$ cat src/design/sdg_pkg.sv
// ----------------------------------------------------------------------------
// sdg_pkg
// shared widths, register indexes and side-band types for the sphere sdf block
// ----------------------------------------------------------------------------
package sdg_pkg;

  localparam int CoordW = 24;
  localparam int DiffW  = 25;
  localparam int MagW   = 25;
  localparam int SqW    = 50;
  localparam int DistW  = 25;
  localparam int RadW   = 23;
  localparam int SdW    = 27;
  localparam int GradW  = 18;
  localparam int QuotW  = 17;
  localparam int Lanes  = 3;

  typedef enum logic [2:0] {
    REG_CENTER_X = 3'd0,
    REG_CENTER_Y = 3'd1,
    REG_CENTER_Z = 3'd2,
    REG_RADIUS   = 3'd3,
    REG_OUTWARD  = 3'd4
  } reg_idx_t;

  // per-axis magnitude and sign of the centre-to-point difference
  typedef struct packed {
    logic [Lanes-1:0]           neg;
    logic [Lanes-1:0][MagW-1:0] mag;
  } side_t;

endpackage

$ cat src/design/sdg_sqrt.sv
// ----------------------------------------------------------------------------
// sdg_sqrt
// pipelined truncating square root, one result bit per stage
// ----------------------------------------------------------------------------
module sdg_sqrt (
  input  logic                            clk,
  input  logic                            rst_n,
  input  logic                            en,
  input  logic                            valid_i,
  input  logic [sdg_pkg::SqW-1:0]         sq_i,
  input  sdg_pkg::side_t                  side_i,
  output logic                            valid_o,
  output logic [sdg_pkg::DistW-1:0]       root_o,
  output sdg_pkg::side_t                  side_o
);

  localparam int Steps = sdg_pkg::DistW;
  localparam int RemW  = sdg_pkg::SqW + 1;

  logic [RemW-1:0]              rem_p   [Steps+1];
  logic [sdg_pkg::DistW-1:0]    root_p  [Steps+1];
  logic                         val_p   [Steps+1];
  sdg_pkg::side_t               side_p  [Steps+1];

  assign rem_p[0]  = {1'b0, sq_i};
  assign root_p[0] = '0;
  assign val_p[0]  = valid_i;
  assign side_p[0] = side_i;

  for (genvar s = 0; s < Steps; s++) begin : g_step
    localparam int B = Steps - 1 - s;
    logic [RemW-1:0] trial;
    logic            take;

    // (root + 2^B)^2 - root^2
    assign trial = ({{(RemW - sdg_pkg::DistW){1'b0}}, root_p[s]} << (B + 1))
                 + ({{(RemW - 1){1'b0}}, 1'b1} << (2 * B));
    assign take  = (rem_p[s] >= trial);

    always_ff @(posedge clk) begin
      if (!rst_n) begin
        val_p[s+1] <= 1'b0;
      end else if (en) begin
        val_p[s+1] <= val_p[s];
      end
    end

    always_ff @(posedge clk) begin
      if (en) begin
        rem_p[s+1]  <= take ? (rem_p[s] - trial) : rem_p[s];
        root_p[s+1] <= root_p[s] | ({{(sdg_pkg::DistW - 1){1'b0}}, take} << B);
        side_p[s+1] <= side_p[s];
      end
    end
  end

  assign valid_o = val_p[Steps];
  assign root_o  = root_p[Steps];
  assign side_o  = side_p[Steps];

endmodule

$ cat config.mk
export PLATFORM = sky130hd
export DESIGN_NAME = sdg_sqrt
export DESIGN_NICKNAME = d
export VERILOG_FILES = /design/src/design/sdg_pkg.sv /design/src/design/sdg_sqrt.sv
export SDC_FILE = /design/constraint.sdc
export NUM_CORES = 2
export LEC_CHECK = 0
export ABC_AREA = 1
export BUFFER_PORTS_ARGS = -buffer_cell sky130_fd_sc_hd__buf_2
export CAP_MARGIN = 40
export CORE_ASPECT_RATIO = 1.5
export CORE_MARGIN = 2
export CORE_UTILIZATION = 35
export CTS_BUF_LIST = sky130_fd_sc_hd__clkbuf_16
export DETAILED_ROUTE_END_ITERATION = 8
export PLACE_DENSITY = 0.58
export REMOVE_ABC_BUFFERS = 1
export SLEW_MARGIN = 40
export SYNTH_ARGS = -nofsm -noshare
export SYNTH_HDL_FRONTEND = slang
export SYNTH_SLANG_ARGS = --single-unit
$ cat constraint.sdc
create_clock -name clk -period 7.2 [get_ports clk]
set_clock_uncertainty 0.15 [all_clocks]
set_input_delay 0.36 -clock clk [delete_from_list [all_inputs] [get_ports clk]]
set_output_delay 0.36 -clock clk [all_outputs]
set_load 0.01 [all_outputs]
==> impl_metrics.yaml <==
timing:
  maxSlewHeadroom_pct: 36.1
  maxSlewViolCount: 0
  setup_ws_ps: 3190
  final.setup.tns_ps: 0
  finalHoldViolCount: 0
  layout_min_cycle_time_ps: 4010
  rsz0062_at_grt: "no"
  setup_violations: 0
  fmax_mhz: 249
  tightest_slew_ps: 956
  fin_crit_sh_pct: 55.8
grt:
  grt_usage_pct: 20.6
  antenna_found_initial: 27
  grt_pass1_vias: 92563
  gr-total-overflow: 0
  grt_max_degree: 171
  grt_pass1_wl_um: 627000
layout:
  num-fill-cells: 39990
  regArea_mm2: 0.106
  final_nets: 13775
  post-route-util_pct: 40.5
  multiInputGateArea_mm2: 0.0350
  synthToLayoutAreaGrowth_pct: 15.1
  drive_above_1_share_pct: 7.18
worst_setup_path:
  worstReg2RegStart: "rem_p[379]"
  worstSetupStartpoint: "rem_p[379]"
  reg2regPathDepth: 11
  r2r-end: "rem_p[328]"
  critPathRequiredTime_ps: 7800
  endpoint_kind: "register"
  crit_fanout: 32
  crit_type: "reg2reg"
  critPathLaunchType: "register"
  rrSetupSlack_ps: 3190
  arrival_ps: 4610
logic_synthesis:
  syn_area_per_cell_um2: 11.8
  async_flop_share_pct: 0
  synth.distinct_cells: 59
  synth_area_leaders: "edfxtp_1 (71%), nand2_1 (8.5%), inv_1 (4.3%), nor2_1 (3.1%), ha_1 (2.9%)"
  ys_seq_area_share_pct: 71.3
  yosysTopAreaCell: "edfxtp_1"
  synth_top_area_share_pct: 70.9
  syn-cell-area_mm2: 0.148
  yosysWarnings: 0
  ys.flop_type: "edfxtp_1"
  synth-seq-cells: 3524
  synth-edff-count: 3499
  synthCells: 12527
placement:
  gp_congestion: 1.03
  dpl.hpwl_um: 348000
  numPortBuffers: 235
  post-place-ws_ps: 3280
route:
  wire_per_inst_um: 23.2
  firstDrtPassIters: 5
  ant_nets: 0
  vias_per_cell: 4.63
  vias: 89282
  drc: 0
  drt_iter0_drc: 5311
  wl_um: 447000
clock_tree:
  clk_pin_slew_ps: 60
  clkLatencyLatePin_ps: 990
  cts_tree: "built"
  ctsHtreeMaxLevel: 5
  cts_resized: 0
  ctsHoldBuffers: 257
  numCtsBuffers: 345
  cts.sinks: 3524
  cts_setup_buffers: 0
  cts_root_buf: "clkbuf_16"
  clk_path_buf_depth: 4
outcome:
  status: "finished, final reports clean"
floorplanning:
  start_util_pct: 35.2
  num_rows: 292
  io_pins: 236
  core_mm2: 0.421
  die-width_um: 535
  die-area_mm2: 0.428
  die_y_um: 801
hold_path:
  hold_path_class: "in2reg"
  whs_path_depth: 2
  min_from: "side_i[47]"
  holdPathEnd: "side_p[1919]"
power:
  power_density_mw_per_mm2: 307
  p_leak_nw: 67.5
  ir_drop_v: 0.000308
job:
  drv_cap: 0
[worst max-delay path by stage]
stage | endpoint | slack (ps) | depth (start not counted)
floorplan | rem_p[859] | 4290 | 9
global placement | rem_p[66] | 3130 | 13
detailed placement | rem_p[172] | 3280 | 13
CTS | rem_p[166] | 3230 | 13
global route | rem_p[328] | 3000 | 11
finish | rem_p[328] | 3190 | 11
[logic make-up (layout without fill, tap and decap cells)]
group                    after synthesis  in the layout  share of synthesized area [%]
buffers and inverters               1855           2911                           5.11
adder cells (fa/ha/maj)              346            346                           2.92
AND/OR/NAND/NOR                     5687           5687                           15.9
AO/OA/AOI/OAI                        803            803                           2.97
other                                  1             95                        0.00253
XOR/XNOR                             311            311                           1.84
flip-flops                          3524           3524                           71.3
[sequential cells by signal (all words and copies together), names as in the netlist]
register and count:
rem_p 1224, root_o 25, root_p 300, side_o 78, side_p 1872, val_p 24, valid_o 1
[cells in the final DEF, fill, tap and decap left out, types with 26 or more instances in the layout]
cell	instances
buf_4	64
a21oi_2	26
nand2_1	3336
edfxtp_1	3499
a21oi_1	411
nor2_1	1200
clkinv_1	79
nand3_1	584
bufinv_16	34
nor4_1	77
ha_1	346
inv_1	1737
buf_2	234
clkbuf_16	348
dlygate4sd3_1	257
nor3_1	116
or2_2	29
nand4_1	198
diode_2	94
xnor2_1	139
clkinv_2	43
xor2_1	172
o21ai_1	72
nand3b_1	53
o21ai_0	193
[power by group]
part | internal, W | switching [W] | total (W)
sequential | 0.0247 | 0.00118 | 0.0259
clock | 0.0101 | 0.00802 | 0.0182
combinational | 0.00231 | 0.00600 | 0.00831
[area by class of cell]
cell class / instances / share of cell area, %
Inverter: 1689 / 3.72
Timing Repair Buffer: 589 / 2.87
Sequential cell: 3524 / 61.9
Clock inverter: 285 / 1.56
Tap cell: 5586 / 4.10
Antenna cell: 94 / 0.138
Multi-Input combinational cell: 7148 / 20.6
Clock buffer: 348 / 5.11
[synth_stat cells, types with 4 or more instances]
library cell,count
a211oi_1,4
xor2_1,172
a21o_1,18
a21oi_2,21
ha_1,346
nor2_4,6
dfxtp_1,25
buf_4,94
buf_2,38
and2_1,11
nor2_1,1207
o21a_1,7
a21boi_0,13
nor4_1,77
o21ai_0,197
inv_1,1678
nand3_1,585
nand2_2,16
nand2_1,3337
nand3b_1,53
nand4_1,198
o21bai_1,19
nor3b_1,5
or2_2,29
clkbuf_1,6
xnor2_1,139
inv_2,10
o21ai_2,15
o211ai_1,13
nand3_2,7
o21ai_1,69
and3_1,10
edfxtp_1,3499
a21oi_1,416
nor3_1,118
buf_6,26
nor2_2,15
[through the flow]
stage	instances	hold slack [ps]	instance area, um2	power [W]
after floorplan	12361	250	147000	0.0303
after global placement	18267	250	156000	0.0344
after detailed placement	18275	255	156000	0.0344
after CTS	19165	6.55	170000	0.0529
after global routing	19261	60.5	170000	0.0545
final	19263	136	170000	0.0523
[critical path, cell delays in order (launching register included)]
cell	delay [ps]
edfxtp_1	420
ha_1	490
nand2_1	180
inv_1	50
a21oi_1	590
o21bai_1	170
nand2_1	90
nand3_1	140
nor2_4	590
buf_4	550
nand2_1	120
o21ai_2	190
[routing by layer]
layer | global-route usage (%) | part of all wire [%]
met3 | 2.94 | 3.1
met1 | 15.8 | 28
met2 | 40.0 | 55
met4 | 23.3 | 14
met5 | 0 | 0.0096
No activity file was read; power rests on OpenSTA's default activity.
